### config.mk
export PLATFORM = sky130hd
export DESIGN_NAME = aspc_datapath
export DESIGN_NICKNAME = d
export VERILOG_FILES = /design/src/hdl/aspc_pkg.sv /design/src/hdl/aspc_sqrt.sv /design/src/hdl/aspc_datapath.sv
export SDC_FILE = /design/constraint.sdc
export NUM_CORES = 2
export LEC_CHECK = 0
export BUFFER_PORTS_ARGS = -buffer_cell sky130_fd_sc_hd__buf_2
export CORE_MARGIN = 4
export CORE_UTILIZATION = 40
export CTS_BUF_LIST = sky130_fd_sc_hd__clkbuf_8
export CTS_CLUSTER_DIAMETER = 30
export DETAILED_ROUTE_END_ITERATION = 10
export PLACE_DENSITY_LB_ADDON = 0.25
export SYNTH_ARGS = -nofsm -noshare
export SYNTH_HDL_FRONTEND = slang
export SYNTH_HIERARCHICAL = 1
export SYNTH_SLANG_ARGS = --single-unit
export TNS_END_PERCENT = 5
### constraint.sdc
create_clock -name i_clk -period 7.5 [get_ports i_clk]
set_input_delay 0.75 -clock i_clk [delete_from_list [all_inputs] [get_ports i_clk]]
set_output_delay 0.75 -clock i_clk [all_outputs]
set_load 0.02 [all_outputs]
### src/hdl/aspc_pkg.sv
// Package: shared types, constants and codes for the axis slew profile controller.
package aspc_pkg;

    localparam int unsigned TicksPerSecDefault   = 100;
    localparam int unsigned HomeRefineTicksDefault = 3000;
    localparam int unsigned RateWidthDefault     = 32;

    localparam int CfgIdxWidth  = 3;
    localparam int CfgDataWidth = 32;

    // Register indexes
    localparam logic [CfgIdxWidth-1:0] REG_ACCEL_STEP  = 3'd0;
    localparam logic [CfgIdxWidth-1:0] REG_ABORT_STEP  = 3'd1;
    localparam logic [CfgIdxWidth-1:0] REG_FLOOR_RATE  = 3'd2;
    localparam logic [CfgIdxWidth-1:0] REG_TARGET_TOL  = 3'd3;
    localparam logic [CfgIdxWidth-1:0] REG_MAX_RATE    = 3'd4;
    localparam logic [CfgIdxWidth-1:0] REG_MIN_POS     = 3'd5;
    localparam logic [CfgIdxWidth-1:0] REG_MAX_POS     = 3'd6;
    localparam logic [CfgIdxWidth-1:0] REG_AXIS_EN     = 3'd7;

    // Opcodes
    localparam logic [2:0] OP_TICK  = 3'd0;
    localparam logic [2:0] OP_GOTO  = 3'd1;
    localparam logic [2:0] OP_FWD   = 3'd2;
    localparam logic [2:0] OP_REV   = 3'd3;
    localparam logic [2:0] OP_STOP  = 3'd4;
    localparam logic [2:0] OP_ABORT = 3'd5;
    localparam logic [2:0] OP_HOME  = 3'd6;

    // Motion modes
    localparam logic [2:0] M_IDLE  = 3'd0;
    localparam logic [2:0] M_END   = 3'd1;
    localparam logic [2:0] M_ABORT = 3'd2;
    localparam logic [2:0] M_FWD   = 3'd3;
    localparam logic [2:0] M_REV   = 3'd4;
    localparam logic [2:0] M_GOTO  = 3'd5;

    // Home stages
    localparam logic [1:0] H_NONE = 2'd0;
    localparam logic [1:0] H_FAST = 2'd1;
    localparam logic [1:0] H_SLOW = 2'd2;
    localparam logic [1:0] H_FINE = 2'd3;

    // Status codes
    localparam logic [2:0] ST_OK      = 3'd0;
    localparam logic [2:0] ST_STANDBY = 3'd1;
    localparam logic [2:0] ST_IN_SLEW = 3'd2;
    localparam logic [2:0] ST_LIMITS  = 3'd3;
    localparam logic [2:0] ST_FAULT   = 3'd4;

    localparam logic signed [33:0] PosFwdLimit = 34'sd1932735232;
    localparam logic signed [33:0] PosRevLimit = -34'sd1932735232;

    typedef struct packed {
        logic [2:0]         opcode;
        logic [30:0]        new_slew_rate;
        logic [31:0]        home_timeout;
        logic               home_sense;
        logic               min_sense;
        logic               max_sense;
        logic signed [31:0] position;
        logic signed [31:0] target_distance;
        logic [30:0]        origin_distance;
        logic               in_backlash;
        logic               motor_fault;
        logic               motor_enabled;
    } t_in_item;

    typedef struct packed {
        logic signed [31:0] rate_command;
        logic [2:0]         motion_mode;
        logic [1:0]         home_stage;
        logic [2:0]         status;
        logic               slewing;
    } t_out_item;

    // Controller to datapath commands
    typedef struct packed {
        logic load_item;   // capture input item and 2*accel*tps
        logic sqrt_start;  // start root
        logic mul_step;    // radicand product step
        logic div_start;   // start slew/6
    } t_dp_cmd;

    // Datapath to controller status
    typedef struct packed {
        logic sqrt_done;
        logic div_done;
    } t_dp_sts;

endpackage

### src/hdl/aspc_sqrt.sv
// Iterative 64-bit integer square root, one result bit per cycle.
module aspc_sqrt (
    input  logic        i_clk,
    input  logic        i_rst_n,
    input  logic        i_start,
    input  logic [63:0] i_rad,
    output logic        o_done,
    output logic [31:0] o_root
);
    logic [63:0] r_rem;
    logic [31:0] r_root;
    logic [5:0]  r_cnt;
    logic        r_busy;
    logic        r_done;
    logic [63:0] r_val;

    logic [33:0] w_trial;
    logic [33:0] w_remsh;

    // remainder shifted by next two radicand bits versus 4*root+1
    assign w_remsh = {r_rem[31:0], r_val[63:62]};
    assign w_trial = {r_root, 2'b01};

    always_ff @(posedge i_clk) begin
        if (!i_rst_n) begin
            r_busy <= 1'b0;
            r_done <= 1'b0;
            r_cnt  <= '0;
        end else begin
            r_done <= 1'b0;
            if (i_start) begin
                r_busy <= 1'b1;
                r_cnt  <= 6'd0;
                r_rem  <= '0;
                r_root <= '0;
                r_val  <= i_rad;
            end else if (r_busy) begin
                r_val <= {r_val[61:0], 2'b00};
                if (w_remsh >= w_trial) begin
                    r_rem  <= {30'd0, w_remsh - w_trial};
                    r_root <= {r_root[30:0], 1'b1};
                end else begin
                    r_rem  <= {30'd0, w_remsh};
                    r_root <= {r_root[30:0], 1'b0};
                end
                r_cnt <= r_cnt + 6'd1;
                if (r_cnt == 6'd31) begin
                    r_busy <= 1'b0;
                    r_done <= 1'b1;
                end
            end
        end
    end

    assign o_done = r_done;
    assign o_root = r_root;
endmodule

### src/hdl/aspc_datapath.sv
// Datapath: item capture, goto radicand and root, slew divide by six.
module aspc_datapath #(
    parameter int unsigned TICKS_PER_SEC = aspc_pkg::TicksPerSecDefault
) (
    input  logic                i_clk,
    input  logic                i_rst_n,
    input  aspc_pkg::t_dp_cmd   i_cmd,
    input  aspc_pkg::t_in_item  i_item,
    input  logic [23:0]         i_accel_step,
    input  logic [31:0]         i_slew,
    output aspc_pkg::t_dp_sts   o_sts,
    output aspc_pkg::t_in_item  o_item,
    output logic [31:0]         o_root,
    output logic [31:0]         o_slew_div6
);
    import aspc_pkg::*;

    localparam logic [14:0] Tps2 = 15'(2 * TICKS_PER_SEC);
    // ceil(2^34/6): floor(x/6) = (x*Recip6) >> 34 for any 32-bit x
    localparam logic [63:0] Recip6 = 64'h0000_0000_AAAA_AAAB;

    t_in_item    r_item;
    logic [38:0] r_x;       // 2*accel*tps
    logic [63:0] r_rad;
    logic [31:0] r_q;
    logic        r_ddone;
    logic        w_sqrt_done;
    logic [69:0] w_prod;
    logic [63:0] w_recip;

    // radicand: x*origin*256, saturating at 2^64-1
    assign w_prod = {31'd0, r_x} * {39'd0, r_item.origin_distance};

    always_ff @(posedge i_clk) begin
        if (i_cmd.load_item) begin
            r_item <= i_item;
            r_x    <= {15'd0, i_accel_step} * {24'd0, Tps2};
        end
        if (i_cmd.mul_step) begin
            r_rad <= (|w_prod[69:56]) ? '1 : {w_prod[55:0], 8'd0};
        end
    end

    aspc_sqrt u_sqrt (
        .i_clk  (i_clk),
        .i_rst_n(i_rst_n),
        .i_start(i_cmd.sqrt_start),
        .i_rad  (r_rad),
        .o_done (w_sqrt_done),
        .o_root (o_root)
    );

    // division by six through a reciprocal product, quotient registered
    assign w_recip = {32'd0, i_slew} * Recip6;
    always_ff @(posedge i_clk) begin
        if (!i_rst_n) begin
            r_ddone <= 1'b0;
        end else begin
            r_ddone <= i_cmd.div_start;
            if (i_cmd.div_start) r_q <= {2'd0, w_recip[63:34]};
        end
    end

    assign o_sts       = '{sqrt_done: w_sqrt_done, div_done: r_ddone};
    assign o_item      = r_item;
    assign o_slew_div6 = r_q;
endmodule

==> flow_metrics.py <==
metrics = {
    "logic_synthesis": {
        "synth_seq_cells": 418,
        "synth_cell_types": 84,
        "avgSynthCellArea_um2": 10.30,
        "netlist_instances": 6245,
        "seq_area_frac_synth_pct": 19.37,
        "synth_edf_count": 409,
        "synth.yosys.warnings": 6,
        "async_flop_share_pct": 0,
        "synthFlopType": "edfxtp_1",
        "syn_area_um2": 64350,
    },
    "worst_setup_path": {
        "crit_fanout": 21,
        "r2r-end": "r_rad[19]",
        "r2r-start": "o_item[18]",
        "cp_data_arrival_time_ns": 8.68,
        "cp-start-kind": "flop",
        "r2r_cells": 26,
        "path_class": "reg2reg",
        "worstPathRequired_ns": 8.05,
        "regToRegSetupSlack_ns": -0.63,
        "startpoint": "o_item[18]",
        "critPathCaptureType": "flop",
    },
    "clocking": {
        "cts_sinks": 418,
        "cts_buffers": 108,
        "clk_root_buffer_cell": "clkbuf_8",
        "cts_max_level": 3,
        "clk_pin_slew_ns": 0.06,
        "clk_latency_ns": 0.83,
        "cts_tree": "done",
        "cts.path.max_buffers": 3,
    },
    "sta": {
        "slew_headroom_pct": 37.15,
        "clock_skew_ns": 0.05423,
        "timing.fmax_mhz": 123.0,
        "slew_viol_final": 0,
        "setup_slack_ns": -0.6276,
        "min_period_ns": 8.128,
        "setup_viol": 55,
        "period_share_pct": 108.4,
        "worst_slew_pin_slew_ns": 0.9428,
        "hold_violations": 0,
        "grt_setup_unrepaired": "yes",
        "fin_hold_ws_ns": 0.1224,
    },
    "cells_and_area": {
        "regArea_um2": 12460,
        "final_area_um2": 79050,
        "final_layout_size_suffix_gt1_share_pct": 21.28,
        "layout_commonest_cell": "inv_1",
        "multi_input_area_um2": 45650,
        "final_cell_mix": "inv_1 (1555), fa_1 (1163), buf_4 (711), ha_1 (682), and2_1 (537)",
        "fill_cells": 14740,
        "syn_to_final_growth_pct": 22.85,
        "fin_nets": 9533,
    },
    "routing": {
        "via_per_inst": 4.843,
        "wl_per_cell_um": 18.72,
        "first_pass_iters": 7,
        "drc": 0,
        "vias": 46830,
        "drtIter0Drc": 2462,
        "detail-route-antenna-nets": 0,
        "wl_um": 181000,
    },
    "grt": {
        "globalRouteTotalUtil_pct": 21.78,
        "grt-ovfl-total": 0,
        "grt_pass1_vias": 51190,
        "grt_max_degree": 135,
        "grt_antenna_before_repair": 19,
        "grt_pass1_wl_um": 285500,
    },
    "run_status": {
        "violations": "setup timing",
        "status": "finished with violations",
    },
    "place": {
        "port-buffer-count": 459,
        "dpl_cell_area_um2": 75030,
        "routabilityCongestion": 0.9596,
        "hpwl_um": 153800,
    },
    "min_path": {
        "min_from": "i_item[89]",
        "holdPathStages": 1,
        "worstHoldEndpoint": "o_item[89]",
        "min_path_type": "in2reg",
    },
    "die": {
        "initial_core_util_pct": 40.44,
        "row_count": 146,
        "coreArea_um2": 159100,
        "dieArea_um2": 167300,
        "fp.dieH_um": 409.1,
        "io-pin-count": 462,
        "chipWidth_um": 409.1,
    },
    "job": {
        "maxCapViolations": 0,
    },
}
## cell families (layout without fill, tap and decap cells)
group / count (synthesis) / count (layout) / share of synthesized area, %
xor+xnor: 137 / 137 / 1.865
other cells: 1 / 10 / 0.005828
mux: 87 / 87 / 1.474
simple gates: 1399 / 1399 / 10.95
compound gates: 536 / 536 / 5.392
fa+ha+maj: 1882 / 1882 / 50.43
buf+inv: 1785 / 3054 / 10.52
flops: 418 / 418 / 19.37
## how the worst max path moves through the flow
stage	endpoint	slack [ns]	cells past startpoint
2_1_floorplan	r_rad[19]	-0.34	27
3_3_place_gp	r_rad[13]	-0.75	29
3_5_place_dp	r_rad[11]	-0.89	30
4_1_cts	r_rad[11]	-0.76	30
5_1_grt	r_rad[19]	-0.92	32
6_report	r_rad[19]	-0.63	26
## repair_timing
action	CTS	global route
hold buffers	55	0
hold endpoints to repair	55	0
endpoints found under the setup margin	55	56
gates resized for setup	18	78
cloned	1	6
pin swaps	4	49
setup buffers	5	20
## per-layer routing
metal  vias up  part of all wire, %  GRT usage [%]
met5         -                0.045              0
met4        16                  2.5          5.011
met3       272                  7.3          4.905
met2      1385                   47          36.13
met1     23510                   43          29.13
li1      21640                    -              -
## area by class of cell
cell class,count,area share (%)
tap,2146,3.397
timing repair buffer,1307,12.41
inverter,1544,7.332
sequential,418,15.76
multi-input combinational,4043,57.74
clock buffer,108,1.880
clock inverter,95,1.447
antenna,8,0.02532
## sequential cells by signal, summed over array words and instances (netlist names), 6 cells and up
signal / cells
o_item: 167
u_sqrt/r_val: 64
r_rad: 55
u_sqrt/o_root: 32
u_sqrt/r_rem: 32
o_slew_div6: 30
r_x: 29
u_sqrt/r_cnt: 6
## metrics by stage
step                      cells  setup slack, ns  TNS [ns]  util [%]
final                      9669          -0.6276    -32.59     49.68
after global routing       9665          -0.9177    -48.03     49.68
after CTS                  9635          -0.7596    -38.01     49.24
after detailed placement   9371          -0.8864    -54.58     47.16
after global placement     9371          -0.7459    -46.46     47.16
after floorplan            6246          -0.3366    -13.18         -
## synth_stat cells (47+ instances only)
| master | instances | area, µm² |
|---|---|---|
| xor2_1 | 47 | 411.6 |
| nor2_1 | 143 | 536.8 |
| clkbuf_1 | 214 | 803.3 |
| nand3_1 | 50 | 250.2 |
| nand2_1 | 519 | 1948 |
| xnor2_1 | 90 | 788.3 |
| ha_1 | 696 | 8708 |
| o21ai_0 | 86 | 430.4 |
| fa_1 | 1186 | 23740 |
| a21o_1 | 73 | 548.0 |
| and2_1 | 542 | 3391 |
| mux2_2 | 62 | 698.2 |
| a21oi_1 | 174 | 870.8 |
| edfxtp_1 | 409 | 12280 |
| inv_1 | 1542 | 5788 |
## worst max-delay path, stage by stage (launching register included)
cell	delay [ns]
edfxtp_1	0.38
buf_4	0.20
buf_12	0.16
and2_1	0.18
fa_1	0.51
inv_1	0.05
fa_1	0.49
fa_1	0.55
fa_1	0.53
inv_1	0.06
fa_1	0.56
fa_1	0.43
fa_1	0.51
fa_1	0.42
ha_1	0.36
a21oi_1	0.25
o21bai_1	0.09
a221o_1	0.42
o21ai_4	0.25
a2111oi_4	0.10
or3_1	0.38
a211o_1	0.30
nor4_4	0.22
buf_6	0.17
buf_12	0.15
inv_2	0.04
a21o_1	0.14
Power is left out: the tool's default activity adds up to more than one toggle a clock period on the data nets, which glitch-free logic cannot reach.
