File: src/hdl/aspc_pkg.sv
// Package: shared types, constants and codes for the axis slew profile controller.
package aspc_pkg;

    localparam int unsigned TicksPerSecDefault   = 100;
    localparam int unsigned HomeRefineTicksDefault = 3000;
    localparam int unsigned RateWidthDefault     = 32;

    localparam int CfgIdxWidth  = 3;
    localparam int CfgDataWidth = 32;

    // Register indexes
    localparam logic [CfgIdxWidth-1:0] REG_ACCEL_STEP  = 3'd0;
    localparam logic [CfgIdxWidth-1:0] REG_ABORT_STEP  = 3'd1;
    localparam logic [CfgIdxWidth-1:0] REG_FLOOR_RATE  = 3'd2;
    localparam logic [CfgIdxWidth-1:0] REG_TARGET_TOL  = 3'd3;
    localparam logic [CfgIdxWidth-1:0] REG_MAX_RATE    = 3'd4;
    localparam logic [CfgIdxWidth-1:0] REG_MIN_POS     = 3'd5;
    localparam logic [CfgIdxWidth-1:0] REG_MAX_POS     = 3'd6;
    localparam logic [CfgIdxWidth-1:0] REG_AXIS_EN     = 3'd7;

    // Opcodes
    localparam logic [2:0] OP_TICK  = 3'd0;
    localparam logic [2:0] OP_GOTO  = 3'd1;
    localparam logic [2:0] OP_FWD   = 3'd2;
    localparam logic [2:0] OP_REV   = 3'd3;
    localparam logic [2:0] OP_STOP  = 3'd4;
    localparam logic [2:0] OP_ABORT = 3'd5;
    localparam logic [2:0] OP_HOME  = 3'd6;

    // Motion modes
    localparam logic [2:0] M_IDLE  = 3'd0;
    localparam logic [2:0] M_END   = 3'd1;
    localparam logic [2:0] M_ABORT = 3'd2;
    localparam logic [2:0] M_FWD   = 3'd3;
    localparam logic [2:0] M_REV   = 3'd4;
    localparam logic [2:0] M_GOTO  = 3'd5;

    // Home stages
    localparam logic [1:0] H_NONE = 2'd0;
    localparam logic [1:0] H_FAST = 2'd1;
    localparam logic [1:0] H_SLOW = 2'd2;
    localparam logic [1:0] H_FINE = 2'd3;

    // Status codes
    localparam logic [2:0] ST_OK      = 3'd0;
    localparam logic [2:0] ST_STANDBY = 3'd1;
    localparam logic [2:0] ST_IN_SLEW = 3'd2;
    localparam logic [2:0] ST_LIMITS  = 3'd3;
    localparam logic [2:0] ST_FAULT   = 3'd4;

    localparam logic signed [33:0] PosFwdLimit = 34'sd1932735232;
    localparam logic signed [33:0] PosRevLimit = -34'sd1932735232;

    typedef struct packed {
        logic [2:0]         opcode;
        logic [30:0]        new_slew_rate;
        logic [31:0]        home_timeout;
        logic               home_sense;
        logic               min_sense;
        logic               max_sense;
        logic signed [31:0] position;
        logic signed [31:0] target_distance;
        logic [30:0]        origin_distance;
        logic               in_backlash;
        logic               motor_fault;
        logic               motor_enabled;
    } t_in_item;

    typedef struct packed {
        logic signed [31:0] rate_command;
        logic [2:0]         motion_mode;
        logic [1:0]         home_stage;
        logic [2:0]         status;
        logic               slewing;
    } t_out_item;

    // Controller to datapath commands
    typedef struct packed {
        logic load_item;   // capture input item and 2*accel*tps
        logic sqrt_start;  // start root
        logic mul_step;    // radicand product step
        logic div_start;   // start slew/6
    } t_dp_cmd;

    // Datapath to controller status
    typedef struct packed {
        logic sqrt_done;
        logic div_done;
    } t_dp_sts;

endpackage

File: src/hdl/aspc_ctrl.sv
// Controller: handshake sequencing and motion state update.
module aspc_ctrl #(
    parameter int unsigned HOME_REFINE_TICKS = aspc_pkg::HomeRefineTicksDefault,
    parameter int unsigned RATE_WIDTH        = aspc_pkg::RateWidthDefault
) (
    input  logic                i_clk,
    input  logic                i_rst_n,
    input  logic                i_in_valid,
    output logic                o_in_ready,
    output logic                o_out_valid,
    input  logic                i_out_ready,
    output aspc_pkg::t_out_item o_out_data,
    input  logic                i_cfg_we,
    input  logic [aspc_pkg::CfgIdxWidth-1:0]  i_cfg_idx,
    input  logic [aspc_pkg::CfgDataWidth-1:0] i_cfg_data,
    output aspc_pkg::t_dp_cmd   o_cmd,
    input  aspc_pkg::t_dp_sts   i_sts,
    input  aspc_pkg::t_in_item  i_item,
    input  logic [31:0]         i_root,
    input  logic [31:0]         i_slew_div6,
    output logic [23:0]         o_accel_step,
    output logic [31:0]         o_slew
);
    import aspc_pkg::*;

    localparam logic signed [33:0] RateMax =
        34'sd2 ** (RATE_WIDTH > 33 ? 33 : RATE_WIDTH - 1) - 34'sd1;
    localparam logic [31:0] HomeTicks = 32'(HOME_REFINE_TICKS);

    typedef enum logic [2:0] {
        S_IDLE, S_MUL, S_START, S_ROOT, S_EXEC, S_DIV, S_OUT
    } t_state;

    t_state      r_state;
    t_out_item   r_out;
    logic        r_out_valid;
    logic [23:0] r_accel, r_abort, r_floor;
    logic [15:0] r_tol;
    logic [30:0] r_max_rate;
    logic signed [31:0] r_min_pos, r_max_pos;
    logic        r_axis_en;
    logic [2:0]  r_mode;
    logic [1:0]  r_hstage;
    logic signed [33:0] r_rate;
    logic [31:0] r_slew;
    logic [31:0] r_timer;

    logic [2:0]  n_mode;
    logic [1:0]  n_hstage;
    logic signed [33:0] n_rate;
    logic [31:0] n_slew, n_timer;
    logic [2:0]  n_status;
    logic        n_need_div;

    assign o_accel_step = r_accel;
    assign o_slew       = r_slew;

    // motion error check
    function automatic logic mot_err(input logic fwd, input logic rev,
            input logic [1:0] hs, input t_in_item it,
            input logic signed [31:0] mn, input logic signed [31:0] mx);
        logic signed [33:0] p;
        logic e;
        p = 34'(it.position);
        e = 1'b0;
        if (fwd) e = e || p > PosFwdLimit || (hs == H_NONE && p > 34'(mx) + 34'sd1)
                     || it.max_sense;
        if (rev) e = e || p < PosRevLimit || (hs == H_NONE && p < 34'(mn) - 34'sd1)
                     || it.min_sense;
        return e;
    endfunction

    function automatic logic signed [33:0] clamp_slew(input logic signed [33:0] f,
            input logic [30:0] mr);
        logic signed [33:0] g;
        g = f;
        if (mr != '0 && g > $signed({3'd0, mr})) g = $signed({3'd0, mr});
        if (g > RateMax) g = RateMax;
        return g;
    endfunction

    // item evaluation (once the root is ready); also the end-ramp homing restart
    always_comb begin
        logic signed [33:0] st, ab, sl, gr, tl, f;
        logic [2:0]  m;
        logic [1:0]  hs;
        logic        tick_en, err, fwd, rev, done, home_go;
        logic [31:0] tmo;
        m = r_mode; hs = r_hstage; n_rate = r_rate; n_slew = r_slew;
        n_timer = r_timer; n_status = ST_OK; n_need_div = 1'b0;
        st = $signed({10'd0, r_accel}); ab = $signed({10'd0, r_abort});
        sl = $signed({2'd0, r_slew}); tl = $signed({18'd0, r_tol});
        tick_en = 1'b0; home_go = 1'b0; tmo = i_item.home_timeout;
        gr = '0; f = '0; err = 1'b0; fwd = 1'b0; rev = 1'b0; done = 1'b0;
        case (i_item.opcode)
            OP_TICK: tick_en = 1'b1;
            OP_GOTO: begin
                if (!r_axis_en) n_status = ST_STANDBY;
                else if (m != M_IDLE) n_status = ST_IN_SLEW;
                else if (mot_err(1'b1, 1'b1, hs, i_item, r_min_pos, r_max_pos))
                    n_status = ST_LIMITS;
                else if (i_item.motor_fault) n_status = ST_FAULT;
                else begin
                    if (i_item.new_slew_rate != '0)
                        n_slew = 32'(clamp_slew($signed({3'd0, i_item.new_slew_rate}),
                                                r_max_rate));
                    m = M_GOTO;
                end
            end
            OP_FWD, OP_REV: begin
                fwd = (i_item.opcode == OP_FWD);
                if (!r_axis_en) n_status = ST_STANDBY;
                else if (m == M_GOTO) n_status = ST_IN_SLEW;
                else if (mot_err(fwd, !fwd, hs, i_item, r_min_pos, r_max_pos))
                    n_status = ST_LIMITS;
                else if (i_item.motor_fault) n_status = ST_FAULT;
                else begin
                    if (i_item.new_slew_rate != '0)
                        n_slew = 32'(clamp_slew($signed({3'd0, i_item.new_slew_rate}),
                                                r_max_rate));
                    m = fwd ? M_FWD : M_REV;
                end
            end
            OP_STOP: if (m > M_END) begin
                m = M_END; tick_en = 1'b1;
            end
            OP_ABORT: if (m > M_ABORT) begin
                m = M_ABORT; hs = H_NONE; tick_en = 1'b1;
            end
            OP_HOME: home_go = 1'b1;
            default: ;
        endcase
        if (tick_en) begin
            sl = $signed({2'd0, n_slew});
            if (hs != H_NONE && (m == M_FWD || m == M_REV)) begin
                if ((m == M_FWD && !i_item.home_sense) || (m == M_REV && i_item.home_sense))
                    m = M_END;
                if (n_timer == '0) begin
                    if (m > M_ABORT) begin
                        m = M_ABORT; hs = H_NONE;
                    end
                end else n_timer = n_timer - 32'd1;
            end
            if (m != M_IDLE && !i_item.in_backlash) begin
                if (m != M_ABORT) begin
                    fwd = n_rate > 0; rev = n_rate < 0;
                    err = mot_err(fwd, rev, hs, i_item, r_min_pos, r_max_pos);
                    if (err || i_item.motor_fault) begin
                        m = M_ABORT; hs = H_NONE;
                    end
                end
                case (m)
                    M_GOTO: begin
                        if (34'(i_item.target_distance) <= tl
                            && 34'(i_item.target_distance) >= -tl) begin
                            m = M_IDLE; n_rate = '0;
                        end else begin
                            gr = $signed({2'd0, i_root});
                            if (gr < $signed({10'd0, r_floor})) gr = $signed({10'd0, r_floor});
                            if (gr > sl) gr = sl;
                            n_rate = i_item.target_distance[31] ? -gr : gr;
                        end
                    end
                    M_FWD: begin
                        n_rate = n_rate + st;
                        if (n_rate > sl) n_rate = sl;
                    end
                    M_REV: begin
                        n_rate = n_rate - st;
                        if (n_rate < -sl) n_rate = -sl;
                    end
                    M_END, M_ABORT: begin
                        f = (m == M_END) ? st : ab;
                        if (n_rate > f) n_rate = n_rate - f;
                        else if (n_rate < -f) n_rate = n_rate + f;
                        else n_rate = '0;
                        done = n_rate <= f && n_rate >= -f;
                        if (done) begin
                            n_rate = '0;
                            if (m == M_ABORT) m = M_IDLE;
                            else begin
                                m = M_IDLE;
                                // homing stage advance; slew update in S_DIV
                                if (hs == H_FAST) begin
                                    hs = H_SLOW; n_need_div = 1'b1;
                                end else if (hs == H_SLOW) begin
                                    if (!i_item.home_sense) begin
                                        hs = H_FINE; n_need_div = 1'b1;
                                    end else home_go = 1'b1;
                                end else if (hs == H_FINE) hs = H_NONE;
                                if (hs != H_NONE && !home_go) home_go = 1'b1;
                                if (n_need_div) home_go = 1'b0;
                                tmo = HomeTicks;
                                if (home_go) begin
                                    f = clamp_slew((sl < 1) ? 34'sd1 : sl, r_max_rate);
                                    n_slew = 32'(f);
                                end
                            end
                        end
                    end
                    default: n_rate = '0;
                endcase
            end else n_rate = '0;
            if (n_rate > RateMax) n_rate = RateMax;
            if (n_rate < -RateMax) n_rate = -RateMax;
        end
        // home start
        if (home_go) begin
            if (!r_axis_en) n_status = (i_item.opcode == OP_HOME) ? ST_STANDBY : ST_OK;
            else if (m != M_IDLE) n_status = (i_item.opcode == OP_HOME) ? ST_IN_SLEW : ST_OK;
            else if (mot_err(1'b1, 1'b1, hs, i_item, r_min_pos, r_max_pos))
                n_status = (i_item.opcode == OP_HOME) ? ST_LIMITS : ST_OK;
            else if (i_item.motor_fault)
                n_status = (i_item.opcode == OP_HOME) ? ST_FAULT : ST_OK;
            else begin
                if (hs == H_NONE) hs = H_FAST;
                m = i_item.home_sense ? M_FWD : M_REV;
                n_timer = (tmo != '0) ? tmo : HomeTicks;
            end
        end
        if (tick_en && !n_need_div && m != M_IDLE && !i_item.motor_enabled) begin
            m = M_IDLE; n_rate = '0;
        end
        n_mode = m; n_hstage = hs;
    end

    // restart after divide: slew/6 (at least 1, clamped), then home start
    logic [2:0]  d_mode;
    logic [1:0]  d_hstage;
    logic [31:0] d_slew, d_timer;
    always_comb begin
        logic signed [33:0] f;
        f = $signed({2'd0, i_slew_div6});
        if (f < 1) f = 34'sd1;
        d_slew = 32'(clamp_slew(f, r_max_rate));
        d_mode = r_mode; d_hstage = r_hstage; d_timer = r_timer;
        if (r_axis_en && !mot_err(1'b1, 1'b1, r_hstage, i_item, r_min_pos, r_max_pos)
            && !i_item.motor_fault) begin
            d_mode = i_item.home_sense ? M_FWD : M_REV;
            d_timer = HomeTicks;
        end
        if (d_mode != M_IDLE && !i_item.motor_enabled) d_mode = M_IDLE;
    end

    // output item, clamped to max_rate when it is nonzero, zero when axis disabled
    function automatic t_out_item mk_out(input logic signed [33:0] rt,
            input logic [2:0] m, input logic [1:0] hs, input logic [2:0] s);
        t_out_item o;
        logic signed [33:0] r;
        r = rt;
        if (!r_axis_en) r = '0;
        else if (r_max_rate != '0) begin
            if (r > $signed({3'd0, r_max_rate})) r = $signed({3'd0, r_max_rate});
            if (r < -$signed({3'd0, r_max_rate})) r = -$signed({3'd0, r_max_rate});
        end
        o.rate_command = r[31:0];
        o.motion_mode  = m;
        o.home_stage   = hs;
        o.status       = s;
        o.slewing      = (m != M_IDLE);
        return o;
    endfunction

    assign o_in_ready  = (r_state == S_IDLE);
    assign o_out_valid = r_out_valid;
    assign o_out_data  = r_out;

    // radicand is registered in S_MUL, the root starts from it in S_START
    always_comb begin
        o_cmd            = '0;
        o_cmd.load_item  = (r_state == S_IDLE) && i_in_valid;
        o_cmd.mul_step   = (r_state == S_MUL);
        o_cmd.sqrt_start = (r_state == S_START);
        o_cmd.div_start  = (r_state == S_EXEC) && n_need_div;
    end

    // sequencer and state registers
    always_ff @(posedge i_clk) begin
        if (!i_rst_n) begin
            r_state     <= S_IDLE;
            r_out_valid <= 1'b0;
            r_accel     <= 24'd256;
            r_abort     <= 24'd1024;
            r_floor     <= 24'd256;
            r_tol       <= 16'd1;
            r_max_rate  <= '0;
            r_min_pos   <= 32'sh80000000;
            r_max_pos   <= 32'sh7fffffff;
            r_axis_en   <= 1'b0;
            r_mode      <= M_IDLE;
            r_hstage    <= H_NONE;
            r_rate      <= '0;
            r_slew      <= '0;
            r_timer     <= '0;
        end else begin
            if (i_cfg_we) begin
                case (i_cfg_idx)
                    REG_ACCEL_STEP: r_accel    <= i_cfg_data[23:0];
                    REG_ABORT_STEP: r_abort    <= i_cfg_data[23:0];
                    REG_FLOOR_RATE: r_floor    <= i_cfg_data[23:0];
                    REG_TARGET_TOL: r_tol      <= i_cfg_data[15:0];
                    REG_MAX_RATE:   r_max_rate <= i_cfg_data[30:0];
                    REG_MIN_POS:    r_min_pos  <= $signed(i_cfg_data);
                    REG_MAX_POS:    r_max_pos  <= $signed(i_cfg_data);
                    REG_AXIS_EN:    r_axis_en  <= i_cfg_data[0];
                    default: ;
                endcase
            end
            if (r_out_valid && i_out_ready) r_out_valid <= 1'b0;
            case (r_state)
                S_IDLE:  if (i_in_valid) r_state <= S_MUL;
                S_MUL:   r_state <= S_START;
                S_START: r_state <= S_ROOT;
                S_ROOT:  if (i_sts.sqrt_done) r_state <= S_EXEC;
                S_EXEC: begin
                    r_mode   <= n_mode;
                    r_hstage <= n_hstage;
                    r_rate   <= n_rate;
                    r_slew   <= n_slew;
                    r_timer  <= n_timer;
                    if (n_need_div) r_state <= S_DIV;
                    else begin
                        r_out       <= mk_out(n_rate, n_mode, n_hstage, n_status);
                        r_out_valid <= 1'b1;
                        r_state     <= S_OUT;
                    end
                end
                S_DIV: if (i_sts.div_done) begin
                    r_slew   <= d_slew;
                    r_mode   <= d_mode;
                    r_timer  <= d_timer;
                    r_out    <= mk_out(r_rate, d_mode, d_hstage, ST_OK);
                    r_out_valid <= 1'b1;
                    r_state  <= S_OUT;
                end
                S_OUT: if (!r_out_valid || i_out_ready) r_state <= S_IDLE;
                default: r_state <= S_IDLE;
            endcase
        end
    end

`ifndef SYNTHESIS
    a_ready_idle: assert property (@(posedge i_clk) disable iff (!i_rst_n)
        o_in_ready |-> !r_out_valid || r_state == S_IDLE)
        else $error("ready while busy");
    a_rate_zero_idle: assert property (@(posedge i_clk) disable iff (!i_rst_n)
        (r_mode == M_IDLE) |-> (r_rate == '0))
        else $error("rate nonzero in idle");
    a_rate_range: assert property (@(posedge i_clk) disable iff (!i_rst_n)
        (r_rate <= RateMax) && (r_rate >= -RateMax))
        else $error("rate out of range");
`endif
endmodule

File: config.mk
export PLATFORM = sky130hd
export DESIGN_NAME = aspc_ctrl
export DESIGN_NICKNAME = d
export VERILOG_FILES = /design/src/hdl/aspc_pkg.sv /design/src/hdl/aspc_ctrl.sv
export SDC_FILE = /design/constraint.sdc
export NUM_CORES = 2
export LEC_CHECK = 0
export BUFFER_PORTS_ARGS = -buffer_cell sky130_fd_sc_hd__buf_2
export CELL_PAD_IN_SITES_DETAIL_PLACEMENT = 0
export CELL_PAD_IN_SITES_GLOBAL_PLACEMENT = 2
export CORE_MARGIN = 5
export CORE_UTILIZATION = 39
export CTS_CLUSTER_DIAMETER = 50
export DETAILED_ROUTE_END_ITERATION = 6
export PLACE_DENSITY_LB_ADDON = 0.1
export RECOVER_POWER = 50
export SLEW_MARGIN = 20
export SYNTH_ARGS = -nofsm -noshare
export SYNTH_HDL_FRONTEND = slang
export SYNTH_SLANG_ARGS = --single-unit
File: constraint.sdc
create_clock -name i_clk -period 35.4 [get_ports i_clk]
set_input_delay 1.77 -clock i_clk [delete_from_list [all_inputs] [get_ports i_clk]]
set_output_delay 1.77 -clock i_clk [all_outputs]
set_load 0.05 [all_outputs]
==> run_results.csv <==
group,metric,value,unit
timing,fmax,36.67,MHz
synth,avgSynthCellArea,7.264,sq um
final_layout,nFillCells,12060,
setup_path,slowest_stage,"ha_1",
global_route,grt_pass1_vias,45110,
final_layout,layoutNonFillerInstCount,7923,
timing,relSlewSlack,-1.636,
pwr,power.total,1.604,mW
timing,holdWs,467.9,ps
global_route,antenna_found_initial,28,
synth,netlist_top_cells_area,"ha_1 18%, dfxtp_1 13%, nand2_1 6.3%",
synth,synth_top_cell_by_area,"ha_1",
setup_path,critPathRequiredTime,35900,ps
cts,postCtsHoldBufs,0,
cts,cts_resized,0,
setup_path,crit_type,"flop to flop",
cts,path_clk_slew,60,ps
setup_path,rr_worst_depth,97,
setup_path,crit_arrival,27770,ps
drt,wl_per_cell,26.89,um
global_route,grt_overflow,0,
placed_design,dpl.hpwl,167300,um
drt,drt-pass1-iter-count,5,
timing,setup-tns-final,0,ps
cts,numCtsBuffers,61,
synth,synth_edf_count,41,
final_layout,drive_above_1_share,0.1120,
cts,clockBufferDepth,3,
setup_path,path_common_cell,"a21oi_1",
timing,fin_ws,8132,ps
cts,clkSinkCount,332,
synth,yosys_register_bits,332,
drt,drt-vias-per-instance,6.011,
synth,ys_warn_count,0,
drt,drcViolationCount,0,
setup_path,end_kind,"flop",
status,violations,"capacitance limit, slew limit",
cts,root_buffer,"clkbuf_16",
pwr,ir_worst_vdd,45.86,uV
timing,min_period,27270,ps
run,maxCapViolations,6,
floorplan,io_pins,376,
placed_design,dp_worst_setup_slack,8565,ps
floorplan,start_util,0.3916,
min_path,hold_path_class,"flop to flop",
synth,synth_cells,6148,
synth,synth_top_area_share,0.1813,
final_layout,fin_nets,7275,
floorplan,die_w,348.4,um
min_path,hold_path_depth,2,
status,status,"finished with violations",
floorplan,core_region_area,114000,sq um
drt,via_count,47620,
drt,totalWireLength,213100,um
pwr,leakage,21.87,nW
timing,hold_violations,0,
synth,ys.flop_type,"dfxtp_1",
drt,drt_iter0_markers,4335,
synth,yosysUniqueCellTypes,110,
setup_path,cp_max_fo,56,
placed_design,dpl-instance-area,48110,sq um
placed_design,dp_cells,7799,
timing,timing.final.max_slew_violations,343,
synth,synth_nets,7072,
global_route,grt_max_degree,83,
final_layout,fin_util,0.4401,
setup_path,max_stage_delay,810,ps
timing,setup_violations,0,
drt,drt.antenna.violating_nets,0,
synth,synthArstFlopShare,0,
cts,htree_levels,2,
global_route,track_usage,0.3344,
timing,tightest_slew,3954,ps
pwr,pwr_density_cell,31.97,nW/um^2
timing,skew,105.8,ps
placed_design,gp_congestion,0.9593,
final_layout,area_growth_syn_to_layout,12.38,%
placed_design,portBuffers,344,
setup_path,critPathLaunchType,"flop",
floorplan,dieArea,121400,sq um
timing,rsz0062_at_grt,"no",
floorplan,row_count,124,
timing,fin_crit_sh,0.7703,
cts,cts_tree,"yes",
cts,post_cts_buffers,0,
synth,ys_seq_area_frac,0.1580,
synth,syn_area,44660,sq um
floorplan,fp.dieH,348.4,um
cts,clk_latency,730,ps
final_layout,fin_area,50190,sq um
global_route,grt_pass1_wl,306500,um
state kept, by name, summed over array words and instances (netlist names), 2 cells and up:
signal / flops
d_hstage: 2
o_accel_step: 24
o_out_data: 41
o_slew: 32
r_abort: 24
r_floor: 24
r_max_pos: 32
r_max_rate: 31
r_min_pos: 32
r_mode: 3
r_rate: 34
r_state: 3
r_timer: 32
r_tol: 16
synth_stat cells, types with 104 or more instances:
cell type	n
a21oi_1	532
nand4_1	149
nor2_1	457
a211oi_1	104
a21o_1	133
o21ai_0	308
a21boi_0	125
ha_1	647
nand3_1	157
dfxtp_1	291
xnor2_1	207
nor2b_1	145
nor3_1	127
clkbuf_1	303
inv_1	312
nand2_1	754
mux2i_1	140
area by class of cell:
cell class,instances,area [sq um],area share
flip-flops and latches,332,7057,0.1406
diodes,8,20.02,0.0003989
multi-input cells,5133,35070,0.6989
repair buffers,497,2776,0.05532
clock inverters,48,564.3,0.01124
well taps,1512,1892,0.03770
clock buffers,67,1580,0.03149
inverters,326,1224,0.02438
worst paths after layout:
kind	start	end	slack (ps)
worst max-delay path	r_min_pos[7]$_SDFFE_PN0P_	o_out_data[10]$_DFFE_PP_	8130
worst min-delay path	r_max_rate[11]$_SDFFE_PN0P_	r_max_rate[11]$_SDFFE_PN0P_	470
worst max register to register	r_min_pos[7]$_SDFFE_PN0P_	o_out_data[10]$_DFFE_PP_	8130
worst min register to register	r_max_rate[11]$_SDFFE_PN0P_	r_max_rate[11]$_SDFFE_PN0P_	470
worst max-delay path: cells and delay by family (launching register included):
family / cells / cell delay, ps
DFF: 1 / 360
muxes: 2 / 690
xor gates and xnor gates: 1 / 170
adders and majority gates: 7 / 2870
and+or+nand+nor: 37 / 9370
buffers and inverters: 5 / 2050
AOI/OAI and AO/OA: 45 / 11480
layout by cell type, fill, tap and decap left out, drive strengths merged, types with 42 or more instances in the layout:
cell type and count:
nor2 459, or2 52, ha 647, o21bai 42, a21o 133, nand3 159
o21a 42, xnor2 207, nand2 756, a221oi 58, clkbuf 129, nor4 94
o21ai 346, buf 435, and3 54, a21oi 538, mux2 42, xor2 75
nand4 149, a211oi 104, a21boi 126, dfxtp 291, nor3 128, inv 338
o22ai 77, nor2b 145, mux2i 140, nand2b 103
routing by layer:
metal / track usage / vias up / routed length, um
met2: 0.5230 / 1715 / 92150
met5: 0 / - / 109
li1: - / 22770 / -
met3: 0.05747 / 406 / 15350
met1: 0.4541 / 22720 / 94250
met4: 0.1437 / 16 / 11230
report_power, final:
part	total (mW)	leakage (nW)	internal, mW	switching (mW)
Sequential	0.398	2.71	0.388	0.00996
Clock	0.616	1.04	0.363	0.253
Combinational	0.590	18.1	0.204	0.386
Total	1.60	21.9	0.956	0.649
cells by family after synthesis:
| kind of cell | Yosys count | share of synthesized area |
|---|---|---|
| adders and majority gates | 652 | 0.1833 |
| buffers and inverters | 683 | 0.05982 |
| xor gates and xnor gates | 282 | 0.05530 |
| muxes | 182 | 0.04197 |
| DFF | 332 | 0.1580 |
| and+or+nand+nor | 2249 | 0.2435 |
| AOI/OAI and AO/OA | 1768 | 0.2581 |
(Power assumes the default switching activity.)
